## config.mk

```make
export PLATFORM = sky130hd
export DESIGN_NAME = gyro_rate_integrator
export DESIGN_NICKNAME = d
export VERILOG_FILES = /design/src/sv/gri_pkg.sv /design/src/sv/gri_calib.sv /design/src/sv/gri_bias_div.sv /design/src/sv/gri_axis.sv /design/src/sv/gyro_rate_integrator.sv
export SDC_FILE = /design/constraint.sdc
export NUM_CORES = 2
export LEC_CHECK = 0
export ABC_CLOCK_PERIOD_IN_PS = 10800
export BUFFER_PORTS_ARGS = -buffer_cell sky130_fd_sc_hd__buf_2
export CORE_ASPECT_RATIO = 0.7
export CORE_MARGIN = 2
export CORE_UTILIZATION = 60
export CTS_CLUSTER_SIZE = 30
export DETAILED_ROUTE_END_ITERATION = 8
export PLACE_DENSITY = 0.84
export RECOVER_POWER = 25
export SLEW_MARGIN = 0
export SYNTH_ARGS = -nofsm -noshare
export SYNTH_HDL_FRONTEND = slang
export SYNTH_HIERARCHICAL = 1
export SYNTH_SLANG_ARGS = --single-unit
```

## constraint.sdc

```tcl
create_clock -name clk -period 10.8 [get_ports clk]
set_input_delay 2.16 -clock clk [delete_from_list [all_inputs] [get_ports clk]]
set_output_delay 2.16 -clock clk [all_outputs]
set_load 0.02 [all_outputs]
```

## src/sv/gri_pkg.sv

```systemverilog
// gri_pkg: shared types, widths and constants of the gyro rate integrator.
// Used by every module under sv/; depends on nothing else.
`timescale 1ns / 1ps
`default_nettype none

package gri_pkg;

	localparam int NUM_AXES   = 3;
	localparam int AXIS_YAW   = 0;
	localparam int AXIS_PITCH = 1;
	localparam int AXIS_ROLL  = 2;

	localparam int RATE_W  = 16;
	localparam int ANGLE_W = 23;
	localparam int MS_W    = 7;
	localparam int DB_W    = 15;
	localparam int CORR_W  = 17;
	localparam int ACC_W   = 25;

	localparam int IN_DATA_W  = 64;
	localparam int OUT_DATA_W = 72;

	typedef logic signed [RATE_W-1:0]  rate_t;
	typedef logic signed [ANGLE_W-1:0] angle_t;
	typedef logic [MS_W-1:0]           ms_t;
	typedef logic [DB_W-1:0]           deadband_t;
	typedef logic signed [ACC_W-1:0]   acc_t;

	localparam ms_t       MAX_MS         = 7'd100;
	localparam deadband_t DEADBAND_RESET = 15'd160;

	localparam rate_t YAW_BIAS_RESET   = -16'sd464;
	localparam rate_t PITCH_BIAS_RESET = 16'sd144;
	localparam rate_t ROLL_BIAS_RESET  = 16'sd288;

	// angles in 1/16000 degree
	localparam acc_t HALF_TURN = 25'sd2880000;
	localparam acc_t FULL_TURN = 25'sd5760000;

	// per-stage load/advance strobes from the top level
	typedef struct packed {
		logic step1;
		logic load2;
		logic load3;
		logic step3;
		logic load5;
		logic step5;
	} pipe_ctl_t;

	typedef struct packed {
		logic                done;
		logic                busy;
		logic [NUM_AXES-1:0] neg;
	} calib_ctl_t;

endpackage

`default_nettype wire

```

## src/sv/gri_calib.sv

```systemverilog
// gri_calib: calibration run state (raw sums, sample count, active flag), stage 1.
// Emits the final sum magnitudes and signs when a run completes. Uses gri_pkg.
`timescale 1ns / 1ps
`default_nettype none

module gri_calib #(
	parameter int CALIB_SAMPLES = 100,
	localparam int SUM_W = gri_pkg::RATE_W + $clog2(CALIB_SAMPLES),
	localparam int CNT_W = $clog2(CALIB_SAMPLES + 1)
) (
	input  wire logic                  clk,
	input  wire logic                  arst_n,
	input  wire gri_pkg::pipe_ctl_t    ctl,
	input  wire gri_pkg::rate_t        rate [gri_pkg::NUM_AXES],
	input  wire logic                  start,
	output gri_pkg::calib_ctl_t        cal,
	output logic [SUM_W-1:0]           mag [gri_pkg::NUM_AXES]
);

	localparam logic [CNT_W-1:0] N_CNT = CNT_W'(CALIB_SAMPLES);

	logic signed [SUM_W-1:0] sum_q [gri_pkg::NUM_AXES];
	logic signed [SUM_W-1:0] sum_new [gri_pkg::NUM_AXES];
	logic [CNT_W-1:0]        cnt_q;
	logic [CNT_W-1:0]        cnt_new;
	logic                    active_q;
	logic                    fresh;
	logic                    active_eff;
	logic                    done;

	assign fresh      = start & ~active_q;
	assign active_eff = start | active_q;
	assign cnt_new    = (fresh ? '0 : cnt_q) + CNT_W'(1);
	assign done       = active_eff & (cnt_new >= N_CNT);

	always_comb begin
		for (int a = 0; a < gri_pkg::NUM_AXES; a++) begin
			sum_new[a] = (fresh ? '0 : sum_q[a]) + SUM_W'(rate[a]);
			mag[a]     = sum_new[a][SUM_W-1] ? SUM_W'(-sum_new[a]) : SUM_W'(sum_new[a]);
			cal.neg[a] = sum_new[a][SUM_W-1];
		end
		cal.done = done;
		cal.busy = active_eff & ~done;
	end

	always_ff @(posedge clk or negedge arst_n) begin
		if (!arst_n) begin
			active_q <= 1'b0;
			cnt_q    <= '0;
			for (int a = 0; a < gri_pkg::NUM_AXES; a++) begin
				sum_q[a] <= '0;
			end
		end else if (ctl.step1 && active_eff) begin
			if (done) begin
				active_q <= 1'b0;
				cnt_q    <= '0;
				for (int a = 0; a < gri_pkg::NUM_AXES; a++) begin
					sum_q[a] <= '0;
				end
			end else begin
				active_q <= 1'b1;
				cnt_q    <= cnt_new;
				for (int a = 0; a < gri_pkg::NUM_AXES; a++) begin
					sum_q[a] <= sum_new[a];
				end
			end
		end
	end

endmodule

`default_nettype wire

```

## src/sv/gri_bias_div.sv

```systemverilog
// gri_bias_div: divides the finished calibration sums by CALIB_SAMPLES (stages 2-3)
// with a reciprocal multiply and one correction step; holds the bias registers. Uses gri_pkg.
`timescale 1ns / 1ps
`default_nettype none

module gri_bias_div #(
	parameter int CALIB_SAMPLES = 100,
	localparam int SUM_W = gri_pkg::RATE_W + $clog2(CALIB_SAMPLES)
) (
	input  wire logic           clk,
	input  wire logic           arst_n,
	input  wire gri_pkg::pipe_ctl_t  ctl,
	input  wire gri_pkg::calib_ctl_t cal,
	input  wire logic [SUM_W-1:0] mag [gri_pkg::NUM_AXES],
	output gri_pkg::rate_t      bias [gri_pkg::NUM_AXES]
);

	localparam int RECIP_W = SUM_W + 1;
	localparam int PROD_W  = SUM_W + RECIP_W;
	// floor(2^SUM_W / N): estimate is exact or one low for any sum magnitude
	localparam logic [RECIP_W-1:0] RECIP = RECIP_W'((64'd1 << SUM_W) / CALIB_SAMPLES);
	localparam logic [SUM_W-1:0]   N_SUM = SUM_W'(CALIB_SAMPLES);

	logic [SUM_W-1:0]            mag_s2 [gri_pkg::NUM_AXES];
	logic [gri_pkg::NUM_AXES-1:0] neg_s2;
	logic                        done_s2;
	logic [SUM_W-1:0]            q0_s3 [gri_pkg::NUM_AXES];
	logic [SUM_W-1:0]            mag_s3 [gri_pkg::NUM_AXES];
	logic [gri_pkg::NUM_AXES-1:0] neg_s3;
	logic                        done_s3;

	logic [PROD_W-1:0]           prod [gri_pkg::NUM_AXES];
	logic [SUM_W-1:0]            qn [gri_pkg::NUM_AXES];
	logic [SUM_W-1:0]            rem [gri_pkg::NUM_AXES];
	logic [SUM_W-1:0]            quot [gri_pkg::NUM_AXES];
	logic signed [SUM_W:0]       squot [gri_pkg::NUM_AXES];
	gri_pkg::rate_t              bias_new [gri_pkg::NUM_AXES];
	gri_pkg::rate_t              bias_q [gri_pkg::NUM_AXES];

	always_comb begin
		for (int a = 0; a < gri_pkg::NUM_AXES; a++) begin
			prod[a]     = PROD_W'(mag_s2[a]) * PROD_W'(RECIP);
			qn[a]       = q0_s3[a] * N_SUM;
			rem[a]      = mag_s3[a] - qn[a];
			quot[a]     = q0_s3[a] + SUM_W'(rem[a] >= N_SUM);
			squot[a]    = neg_s3[a] ? -$signed({1'b0, quot[a]}) : $signed({1'b0, quot[a]});
			bias_new[a] = squot[a][gri_pkg::RATE_W-1:0];
		end
	end

	always_ff @(posedge clk or negedge arst_n) begin
		if (!arst_n) begin
			done_s2 <= 1'b0;
			done_s3 <= 1'b0;
		end else begin
			if (ctl.load2) begin
				done_s2 <= cal.done & ctl.step1;
			end
			if (ctl.load3) begin
				done_s3 <= done_s2;
			end
		end
	end

	always_ff @(posedge clk) begin
		if (ctl.load2) begin
			mag_s2 <= mag;
			neg_s2 <= cal.neg;
		end
		if (ctl.load3) begin
			mag_s3 <= mag_s2;
			neg_s3 <= neg_s2;
			for (int a = 0; a < gri_pkg::NUM_AXES; a++) begin
				q0_s3[a] <= prod[a][PROD_W-2:SUM_W];
			end
		end
	end

	always_ff @(posedge clk or negedge arst_n) begin
		if (!arst_n) begin
			bias_q[gri_pkg::AXIS_YAW]   <= gri_pkg::YAW_BIAS_RESET;
			bias_q[gri_pkg::AXIS_PITCH] <= gri_pkg::PITCH_BIAS_RESET;
			bias_q[gri_pkg::AXIS_ROLL]  <= gri_pkg::ROLL_BIAS_RESET;
		end else if (ctl.step3 && done_s3) begin
			bias_q <= bias_new;
		end
	end

	assign bias = bias_q;

endmodule

`default_nettype wire

```

## src/sv/gri_axis.sv

```systemverilog
// gri_axis: one axis datapath: bias correction, deadband and rate*ms (stage 4),
// angle accumulate, pose reset and wrap to (-180, 180] deg (stage 5). Uses gri_pkg.
`timescale 1ns / 1ps
`default_nettype none

module gri_axis (
	input  wire logic                clk,
	input  wire logic                arst_n,
	input  wire gri_pkg::pipe_ctl_t  ctl,
	input  wire gri_pkg::rate_t      rate,
	input  wire gri_pkg::rate_t      bias,
	input  wire gri_pkg::deadband_t  deadband,
	input  wire gri_pkg::ms_t        ms,
	input  wire logic                rst_pose,
	output gri_pkg::angle_t          angle_next
);

	localparam gri_pkg::acc_t WRAP_HI2 = gri_pkg::HALF_TURN + gri_pkg::FULL_TURN;
	localparam gri_pkg::acc_t WRAP_LO2 = -gri_pkg::HALF_TURN - gri_pkg::FULL_TURN;
	localparam gri_pkg::acc_t TWO_TURNS = gri_pkg::FULL_TURN + gri_pkg::FULL_TURN;

	logic signed [gri_pkg::CORR_W-1:0] corr;
	logic [gri_pkg::CORR_W-1:0]        corr_mag;
	logic signed [gri_pkg::MS_W:0]     ms_sg;
	gri_pkg::acc_t                     inc;
	gri_pkg::acc_t                     inc_s5;
	gri_pkg::acc_t                     acc;
	gri_pkg::acc_t                     wrapped;
	gri_pkg::angle_t                   total_q;

	assign corr     = gri_pkg::CORR_W'(rate) - gri_pkg::CORR_W'(bias);
	assign corr_mag = corr[gri_pkg::CORR_W-1] ? gri_pkg::CORR_W'(-corr) : gri_pkg::CORR_W'(corr);
	assign ms_sg    = $signed({1'b0, ms});
	assign inc      = gri_pkg::ACC_W'(corr) * gri_pkg::ACC_W'(ms_sg);

	always_ff @(posedge clk) begin
		if (ctl.load5) begin
			inc_s5 <= (corr_mag > {2'b00, deadband}) ? inc : '0;
		end
	end

	assign acc = gri_pkg::ACC_W'(total_q) + inc_s5;

	// one increment can span up to two turns
	always_comb begin
		priority if (acc > WRAP_HI2) begin
			wrapped = acc - TWO_TURNS;
		end else if (acc > gri_pkg::HALF_TURN) begin
			wrapped = acc - gri_pkg::FULL_TURN;
		end else if (acc <= WRAP_LO2) begin
			wrapped = acc + TWO_TURNS;
		end else if (acc <= -gri_pkg::HALF_TURN) begin
			wrapped = acc + gri_pkg::FULL_TURN;
		end else begin
			wrapped = acc;
		end
	end

	assign angle_next = rst_pose ? '0 : wrapped[gri_pkg::ANGLE_W-1:0];

	always_ff @(posedge clk or negedge arst_n) begin
		if (!arst_n) begin
			total_q <= '0;
		end else if (ctl.step5) begin
			total_q <= angle_next;
		end
	end

endmodule

`default_nettype wire

```

## src/sv/gyro_rate_integrator.sv

```systemverilog
// gyro_rate_integrator: top level; stream ports, pipeline control and output register.
// Instantiates gri_calib, gri_bias_div and gri_axis; uses gri_pkg.
//
// Usage: each s_* transaction carries one gyro sample (three raw rates in 1/16 deg/s,
// elapsed ms, pose-reset and calibration-start requests) and yields exactly one
// m_* transaction with the three wrapped angles (1/16000 deg) and the calibration
// busy flag. The deadband register is written over cfg_valid/cfg_data (cfg_ready is
// always high); the user must do so only while no sample is in flight (not enforced).
// Pipeline: a sample passes through the input register, calibration sum, reciprocal
// multiply, divide correction plus bias write, rate*ms product, and angle accumulate
// into the output register, in that order. Throughput: one sample per cycle unless
// m_tready stalls the output; the angle registers close their loop combinationally,
// and a finished calibration's bias is ready for the very next sample.
// Reset: angles and sums clear, biases and deadband take their default values.
// Stall: when m_tready is low the result is held; stages behind it keep filling
// bubbles, and s_tready drops only once every stage holds a sample.
`timescale 1ns / 1ps
`default_nettype none

module gyro_rate_integrator #(
	parameter int CALIB_SAMPLES = 100
) (
	input  wire logic                            clk,
	input  wire logic                            arst_n,
	// s_tdata: yaw_rate[15:0], pitch_rate[31:16], roll_rate[47:32], elapsed_ms[54:48],
	//          reset_pose[55], start_calibration[56], zero [63:57]
	input  wire logic                            s_tvalid,
	output logic                                 s_tready,
	input  wire logic [gri_pkg::IN_DATA_W-1:0]   s_tdata,
	// m_tdata: yaw_angle_out[22:0], pitch_angle_out[45:23], roll_angle_out[68:46],
	//          calibration_busy[69], zero [71:70]
	output logic                                 m_tvalid,
	input  wire logic                            m_tready,
	output logic [gri_pkg::OUT_DATA_W-1:0]       m_tdata,
	input  wire logic                            cfg_valid,
	output logic                                 cfg_ready,
	input  wire logic [gri_pkg::DB_W-1:0]        cfg_data
);

	localparam int SUM_W = gri_pkg::RATE_W + $clog2(CALIB_SAMPLES);
	localparam int NA    = gri_pkg::NUM_AXES;

	logic rdy1, rdy2, rdy3, rdy4, rdy5, rdy_o;
	logic valid_s1, valid_s2, valid_s3, valid_s4, valid_s5;
	logic out_valid_q;
	logic [gri_pkg::OUT_DATA_W-1:0] out_data_q;

	gri_pkg::rate_t rate_in [NA];
	gri_pkg::rate_t rate_s1 [NA];
	gri_pkg::rate_t rate_s2 [NA];
	gri_pkg::rate_t rate_s3 [NA];
	gri_pkg::rate_t rate_s4 [NA];
	gri_pkg::ms_t   ms_s1, ms_s2, ms_s3, ms_s4;
	logic           rst_s1, rst_s2, rst_s3, rst_s4, rst_s5;
	logic           start_s1;
	logic           busy_s2, busy_s3, busy_s4, busy_s5;

	gri_pkg::deadband_t  deadband_q;
	gri_pkg::pipe_ctl_t  ctl;
	gri_pkg::calib_ctl_t cal;
	logic [SUM_W-1:0]    cal_mag [NA];
	gri_pkg::rate_t      bias [NA];
	gri_pkg::angle_t     angle_next [NA];

	// a stage takes a new sample when it is empty or its sample moves on
	assign rdy_o = ~out_valid_q | m_tready;
	assign rdy5  = ~valid_s5 | rdy_o;
	assign rdy4  = ~valid_s4 | rdy5;
	assign rdy3  = ~valid_s3 | rdy4;
	assign rdy2  = ~valid_s2 | rdy3;
	assign rdy1  = ~valid_s1 | rdy2;

	assign s_tready  = rdy1;
	assign m_tvalid  = out_valid_q;
	assign m_tdata   = out_data_q;
	assign cfg_ready = 1'b1;

	assign ctl.step1 = valid_s1 & rdy2;
	assign ctl.load2 = rdy2;
	assign ctl.load3 = rdy3;
	assign ctl.step3 = valid_s3 & rdy4;
	assign ctl.load5 = rdy5;
	assign ctl.step5 = valid_s5 & rdy_o;

	assign rate_in[gri_pkg::AXIS_YAW]   = s_tdata[15:0];
	assign rate_in[gri_pkg::AXIS_PITCH] = s_tdata[31:16];
	assign rate_in[gri_pkg::AXIS_ROLL]  = s_tdata[47:32];

	always_ff @(posedge clk or negedge arst_n) begin
		if (!arst_n) begin
			deadband_q <= gri_pkg::DEADBAND_RESET;
		end else if (cfg_valid) begin
			deadband_q <= cfg_data;
		end
	end

	always_ff @(posedge clk or negedge arst_n) begin
		if (!arst_n) begin
			valid_s1    <= 1'b0;
			valid_s2    <= 1'b0;
			valid_s3    <= 1'b0;
			valid_s4    <= 1'b0;
			valid_s5    <= 1'b0;
			out_valid_q <= 1'b0;
		end else begin
			if (rdy1) valid_s1 <= s_tvalid;
			if (rdy2) valid_s2 <= valid_s1;
			if (rdy3) valid_s3 <= valid_s2;
			if (rdy4) valid_s4 <= valid_s3;
			if (rdy5) valid_s5 <= valid_s4;
			if (rdy_o) out_valid_q <= valid_s5;
		end
	end

	always_ff @(posedge clk) begin
		if (rdy1) begin
			rate_s1  <= rate_in;
			ms_s1    <= s_tdata[54:48];
			rst_s1   <= s_tdata[55];
			start_s1 <= s_tdata[56];
		end
		if (rdy2) begin
			rate_s2 <= rate_s1;
			ms_s2   <= (ms_s1 > gri_pkg::MAX_MS) ? gri_pkg::MAX_MS : ms_s1;
			rst_s2  <= rst_s1;
			busy_s2 <= cal.busy;
		end
		if (rdy3) begin
			rate_s3 <= rate_s2;
			ms_s3   <= ms_s2;
			rst_s3  <= rst_s2;
			busy_s3 <= busy_s2;
		end
		if (rdy4) begin
			rate_s4 <= rate_s3;
			ms_s4   <= ms_s3;
			rst_s4  <= rst_s3;
			busy_s4 <= busy_s3;
		end
		if (rdy5) begin
			rst_s5  <= rst_s4;
			busy_s5 <= busy_s4;
		end
		if (rdy_o) begin
			out_data_q <= {2'b00, busy_s5, angle_next[gri_pkg::AXIS_ROLL],
				angle_next[gri_pkg::AXIS_PITCH], angle_next[gri_pkg::AXIS_YAW]};
		end
	end

	gri_calib #(
		.CALIB_SAMPLES(CALIB_SAMPLES)
	) u_calib (
		.clk    (clk),
		.arst_n (arst_n),
		.ctl    (ctl),
		.rate   (rate_s1),
		.start  (start_s1),
		.cal    (cal),
		.mag    (cal_mag)
	);

	gri_bias_div #(
		.CALIB_SAMPLES(CALIB_SAMPLES)
	) u_bias_div (
		.clk    (clk),
		.arst_n (arst_n),
		.ctl    (ctl),
		.cal    (cal),
		.mag    (cal_mag),
		.bias   (bias)
	);

	for (genvar a = 0; a < NA; a++) begin : g_axis
		gri_axis u_axis (
			.clk        (clk),
			.arst_n     (arst_n),
			.ctl        (ctl),
			.rate       (rate_s4[a]),
			.bias       (bias[a]),
			.deadband   (deadband_q),
			.ms         (ms_s4),
			.rst_pose   (rst_s5),
			.angle_next (angle_next[a])
		);
	end

	gri_pkg::angle_t chk_yaw, chk_pitch, chk_roll;
	assign chk_yaw   = out_data_q[22:0];
	assign chk_pitch = out_data_q[45:23];
	assign chk_roll  = out_data_q[68:46];

	// with the output register empty the whole pipeline must be able to take a sample
	a_ready_when_drained: assert property (@(posedge clk) disable iff (!arst_n)
		!out_valid_q |-> s_tready)
		else $error("s_tready low with empty output register");

	a_out_from_stage5: assert property (@(posedge clk) disable iff (!arst_n)
		$rose(out_valid_q) |-> $past(valid_s5))
		else $error("result appeared without a sample in the last stage");

	a_yaw_wrapped: assert property (@(posedge clk) disable iff (!arst_n)
		out_valid_q |-> (chk_yaw <= gri_pkg::HALF_TURN && chk_yaw > -gri_pkg::HALF_TURN))
		else $error("yaw angle outside half turn");

	a_pitch_wrapped: assert property (@(posedge clk) disable iff (!arst_n)
		out_valid_q |-> (chk_pitch <= gri_pkg::HALF_TURN && chk_pitch > -gri_pkg::HALF_TURN))
		else $error("pitch angle outside half turn");

	a_roll_wrapped: assert property (@(posedge clk) disable iff (!arst_n)
		out_valid_q |-> (chk_roll <= gri_pkg::HALF_TURN && chk_roll > -gri_pkg::HALF_TURN))
		else $error("roll angle outside half turn");

endmodule

`default_nettype wire
```

# ---- Yosys cells after proc, flatten, opt, wreduce, memory -nomap -nowiden
# Memories as Yosys holds them, arrays and structs flattened.
# Cells that the tools add are included.
dict set report totals {
  inputBits 84
  word_cells 185
  ram_bits 51
  ff_bits 736
  memories 1
  out_inout_bits 75
}
dict set report classes {
  bitwise_logic 22
  n_addsub 37
  reduce_logical 2
  mul 9
  n_lt_le_gt_ge 20
  n_mux 33
}
# memory depth width read_ports rd_clocked_by_memory_dff wr line
set memory_table {}
lappend memory_table {u_bias_div.q0_s3 3 17 3 0 3 gri_bias_div.sv:27} ;# logic [SUM_W-1:0] q0_s3 [gri_pkg::NUM_AXES];
# operator n
set ops {}
lappend ops {{$mux 23} 18}
lappend ops {{$add 23x23->23 const B} 6}
lappend ops {{$sub 23x23->23 const B} 6}
lappend ops {{$mul 23x16->39 const B} 3}
lappend ops {{$add 23x25->25} 3}
lappend ops {{$gt 25x23->1 const B} 3}
lappend ops {{$gt 25x25->1 const B} 3}
lappend ops {{$le 25x23->1 const B} 3}
lappend ops {{$le 25x25->1 const B} 3}
lappend ops {{$mul 17x8->25} 3}
lappend ops {{$add 23x23->23} 3}
lappend ops {{$ge 23x7->1 const B} 3}
lappend ops {{$mul 23x5->21 const B} 3}
lappend ops {{$mux 69} 1}
lappend ops {{$neg 23->23} 3}
lappend ops {{$sub 23x23->23} 3}
lappend ops {{$mux 22} 3}
lappend ops {{$gt 17x15->1} 3}
lappend ops {{$mux 17} 3}
lappend ops {{$neg 17->17} 3}
lappend ops {{$sub 16x16->17} 3}
lappend ops {{$add 16x1->16} 3}
lappend ops {{$mux 16} 3}
lappend ops {{$neg 16->16} 3}
lappend ops {{other kinds (9)} 32}

# ---- Longest topological paths before layout
dict set report logic_depth {
  ltp_word 8
  mapped_depth 35
  mapped_depth_nobuf 35
}

# ---- By module
# Netlist, hierarchy kept.
# mod n_inst seq_area_each_um2 area_each_um2 cells_per_inst
set modules_own_cells {}
lappend modules_own_cells {gri_bias_div 1 6942.9 36546.3 3376}
lappend modules_own_cells {gri_axis 3 1326.3 10456.3 1262}
lappend modules_own_cells {gyro_rate_integrator 1 9536.6 9972.1 373}
lappend modules_own_cells {gri_calib 1 1926.8 8408.1 1066}

# ---- Worst setup path before layout
# No wires, ideal clock.
dict set report synth_timing {
  path_kind {register -> register}
  startpoint {register u_bias_div.bias_q, in the netlist u_bias_div/bias[34]}
  endpoint {register g_axis[0].u_axis.inc_s5[24], data pin}
  arrival_ps 6801
  slack_ps 3733
  setup_ps 266
  stages_incl_launch_ff 28
  synth_period_minus_slack_ps 7067
  path_cell_list {dfrtp_1 > inv_1 > ha_1 > nor2b_1 > o21ai_1 > a21boi_1 > o21ai_1 > a21boi_1 > o21a_1 > o31a_1 > o31a_1 > o311a_1 > o31ai_2 > clkbuf_1 > and2_1 > fa_1 > fa_1 > fa_1 > inv_1 > fa_1 > inv_1 > ha_1 > and3_1 > a2111oi_0 > o21bai_1 > a21oi_1 > xnor2_1 > nor2_1}
}
dict set report synth_between {
  elab_chain_len 4
}
# element line
set synth_lines {}
lappend synth_lines {{from (decl)} gri_bias_div.sv:38} ;# gri_pkg::rate_t bias_q [gri_pkg::NUM_AXES];
lappend synth_lines {{from (signal, indexed assignment)} gri_bias_div.sv:81} ;# bias_q[gri_pkg::AXIS_YAW] <= gri_pkg::YAW_BIAS_RESET;
lappend synth_lines {{from (signal, indexed assignment)} gri_bias_div.sv:82} ;# bias_q[gri_pkg::AXIS_PITCH] <= gri_pkg::PITCH_BIAS_RESET;
lappend synth_lines {{from (signal, indexed assignment)} gri_bias_div.sv:83} ;# bias_q[gri_pkg::AXIS_ROLL] <= gri_pkg::ROLL_BIAS_RESET;
lappend synth_lines {{$sub 16x16->17 *} gri_axis.sv:31} ;# assign corr = gri_pkg::CORR_W'(rate) - gri_pkg::CORR_W'(bias);
lappend synth_lines {{$neg 17->17} gri_axis.sv:32} ;# assign corr_mag = corr[gri_pkg::CORR_W-1] ? gri_pkg::CORR_W'(-corr) : gri_pkg::CORR_W'(corr);
lappend synth_lines {{$mux 17} gri_axis.sv:32}
lappend synth_lines {{$gt 17x15->1} gri_axis.sv:38} ;# inc_s5 <= (corr_mag > {2'b00, deadband}) ? inc : '0;
lappend synth_lines {{to (signal assigned)} gri_axis.sv:38}
lappend synth_lines {{to (decl)} gri_axis.sv:26} ;# gri_pkg::acc_t inc_s5;
# Every way passes the cells marked *; elsewhere a longest branch is shown, timed or not.
# A chain may end at the register's enable or synchronous reset.

==> results.ini <==
[status]
status=finished, violations left
violations=capacitance limit, slew limit

[drt]
routed_wl_um=213000
drtAntennaViolNets=0
via_per_inst=6.07
wire_per_inst_um=20.0
first_pass_iters=6
drtIter0Drc=5498
drc=0
dr_total_vias=64700

[setup_path]
cp.required_ns=11.32
cp_max_fo=6
crit_type=reg -> reg
cpPeakStageDelay_ns=0.51
arrival_ns=8.92
critPathLaunchType=flop
crit_top_cell=ha_1
critPathSlowestCell=edfxtp_1
crit_path_end_kind=flop

[placed_design]
gp_congestion=0.967
dp_hpwl_um=169000
port_buffers=148
postPlaceCellArea_mm2=0.0891

[global_route]
grt_pass1_wl_um=348000
grt_antenna_before_repair=12
track_usage_pct=29.3
grt_pass1_vias=65700
grt_max_degree=101
grt_remaining_overflow=0

[timing]
relSlewSlack_pct=-273
hold_violations=0
setup_tns_ns=0
period_minus_slack_ns=8.40
rsz0062_at_grt=no
skew_ns=0.0326
finalMaxSlewViolations=181
setup_viol=0
tightest_slew_ns=5.60
fin_crit_sh_pct=77.7
max_clock_freq_ghz=0.119

[yosys]
async_flop_share_pct=27.8
synthTopCellsByCount=inv_1 (1264), ha_1 (1190), fa_1 (786), edfxtp_1 (564), nand2_1 (535)
postSynthAreaPerCell_um2=10.0
synth_area_mm2=0.0863
synth_cells=8601
synthTopCellsByArea=edfxtp_1 (20%), fa_1 (18%), ha_1 (17%)
yosysTopAreaCell=edfxtp_1
yosys_register_bits=781
synth_ff_type=edfxtp_1
yosysWarnings=6
synth_edf_count=564
yosysMostFrequentCell=inv_1
yosysTopAreaCellShare_pct=19.6
yosysUniqueCellTypes=113
ys_seq_area_share_pct=25.9

[clocking]
holdBufCountCts=0
numCtsBuffers=79
clk_latency_ns=0.71
cts_resized=0
cts_sinks=781
post_cts_buffers=0
htreeDepth=3
cts_tree=built
path_clk_slew_ns=0.06
cts_max_path_buffers=3
clock-root-buffer=clkbuf_16

[cells_and_area]
nFillCells=11000
layout-drive-gt1-share_pct=6.15
nNetsFinal=10800
postLayoutCellArea_mm2=0.0918
fin_util_pct=64.3
syn_to_final_growth_pct=6.34

[floorplan]
core_area_mm2=0.143
dieArea_mm2=0.147
initial_utilization_pct=60.4
ios=159
rows=116
die_w_um=457
dieHeight_um=321

[worst_hold_path]
min_path_type=reg -> reg

[flow_run]
maxCapViolCount=3

[logic make-up after synthesis]
| family | count (synthesis) | synth area share, % |
|---|---|---|
| DFF | 781 | 25.9 |
| AOI/OAI and AO/OA | 1596 | 12.6 |
| muxes | 104 | 1.36 |
| other | 2 | 0.00870 |
| buffers and inverters | 1463 | 6.47 |
| and+or+nand+nor | 2145 | 12.7 |
| xor gates and xnor gates | 534 | 5.47 |
| adders and majority gates | 1976 | 35.5 |
[critical path, delay by kind of cell, from the launching register on]
| kind | cells | cell delay, ns |
|---|---|---|
| AO/OA/AOI/OAI | 13 | 2.57 |
| flip-flops | 1 | 0.51 |
| XOR/XNOR | 3 | 0.64 |
| adder cells (fa/ha/maj) | 7 | 2.41 |
| AND/OR/NAND/NOR | 10 | 2.09 |
[path summary, 6_finish.rpt]
kind	startpoint	end	slack, ns	cells past startpoint
min reg2reg	rate_s2[45]$_DFFE_PP_	rate_s3[45]$_DFFE_PP_	0.41	0
max reg2reg	u_bias_div/q0_s3[0][19]$_DFFE_PP_	u_bias_div/bias[29]$_DFFE_PN0P_	2.40	33
max in group asynchronous	arst_n	u_calib/sum_q[62]$_DFFE_PN0P_	3.38	3
max	u_bias_div/q0_s3[0][19]$_DFFE_PP_	u_bias_div/bias[29]$_DFFE_PN0P_	2.40	33
min	rate_s2[45]$_DFFE_PP_	rate_s3[45]$_DFFE_PP_	0.41	0
min in group asynchronous	arst_n	g_axis[0].u_axis/total_q[17]$_DFFE_PN0P_	3.55	1
[final cells by class]
| cell class | count | area, um^2 | share of cell area, % |
|---|---|---|---|
| diodes | 7 | 17.5 | 0.0191 |
| clock buffers | 97 | 2120 | 2.31 |
| clock inverters | 51 | 593 | 0.646 |
| inverters | 1270 | 4770 | 5.19 |
| multi-input cells | 6358 | 58400 | 63.6 |
| flip-flops and latches | 781 | 22400 | 24.4 |
| well taps | 1888 | 2360 | 2.57 |
| repair buffers | 202 | 1130 | 1.23 |
[layer usage]
layer	track usage, %	part of all wire (%)
met1	41.6	44
met2	45.0	44
met3	6.07	9.0
met4	9.23	3.1
met5	0	0.0061
[stage by stage]
step	setup WS, ns	instances	hold WS, ns
2_1_floorplan	3.73	8602	0.400
3_3_place_gp	2.84	10500	0.401
3_5_place_dp	2.54	10500	0.405
4_1_cts	2.52	10600	0.399
5_1_grt	1.90	10700	0.412
6_report	2.40	10700	0.406
[sequential cells by signal (all words and copies together) (netlist names), 15 cells and up]
register / count
deadband_q: 15
rate_s3: 48
rate_s2: 48
u_bias_div/mag_s2: 69
g_axis.u_axis/inc_s5: 75
rate_s1: 48
u_calib/sum_q: 69
u_bias_div/bias: 48
u_bias_div/mag_s3: 63
u_bias_div/q0_s3: 51
rate_s4: 48
m_tdata: 70
g_axis.u_axis/total_q: 69
[placed cells by master, fill, tap and decap left out, types with 139 or more instances in the layout]
cell type	synthesis	layout
a21oi_1	344	344
and2_1	339	335
buf_2	28	139
dfrtp_1	202	202
edfxtp_1	564	564
fa_1	786	786
ha_1	1190	1190
inv_1	1264	1264
nand2_1	535	532
nand3_1	153	152
nor2_1	420	419
o21ai_0	335	335
xnor2_1	377	376
xor2_1	152	152
Power is not shown: default switching activity piles up to over one toggle a cycle in this logic, so the estimate is an artifact.
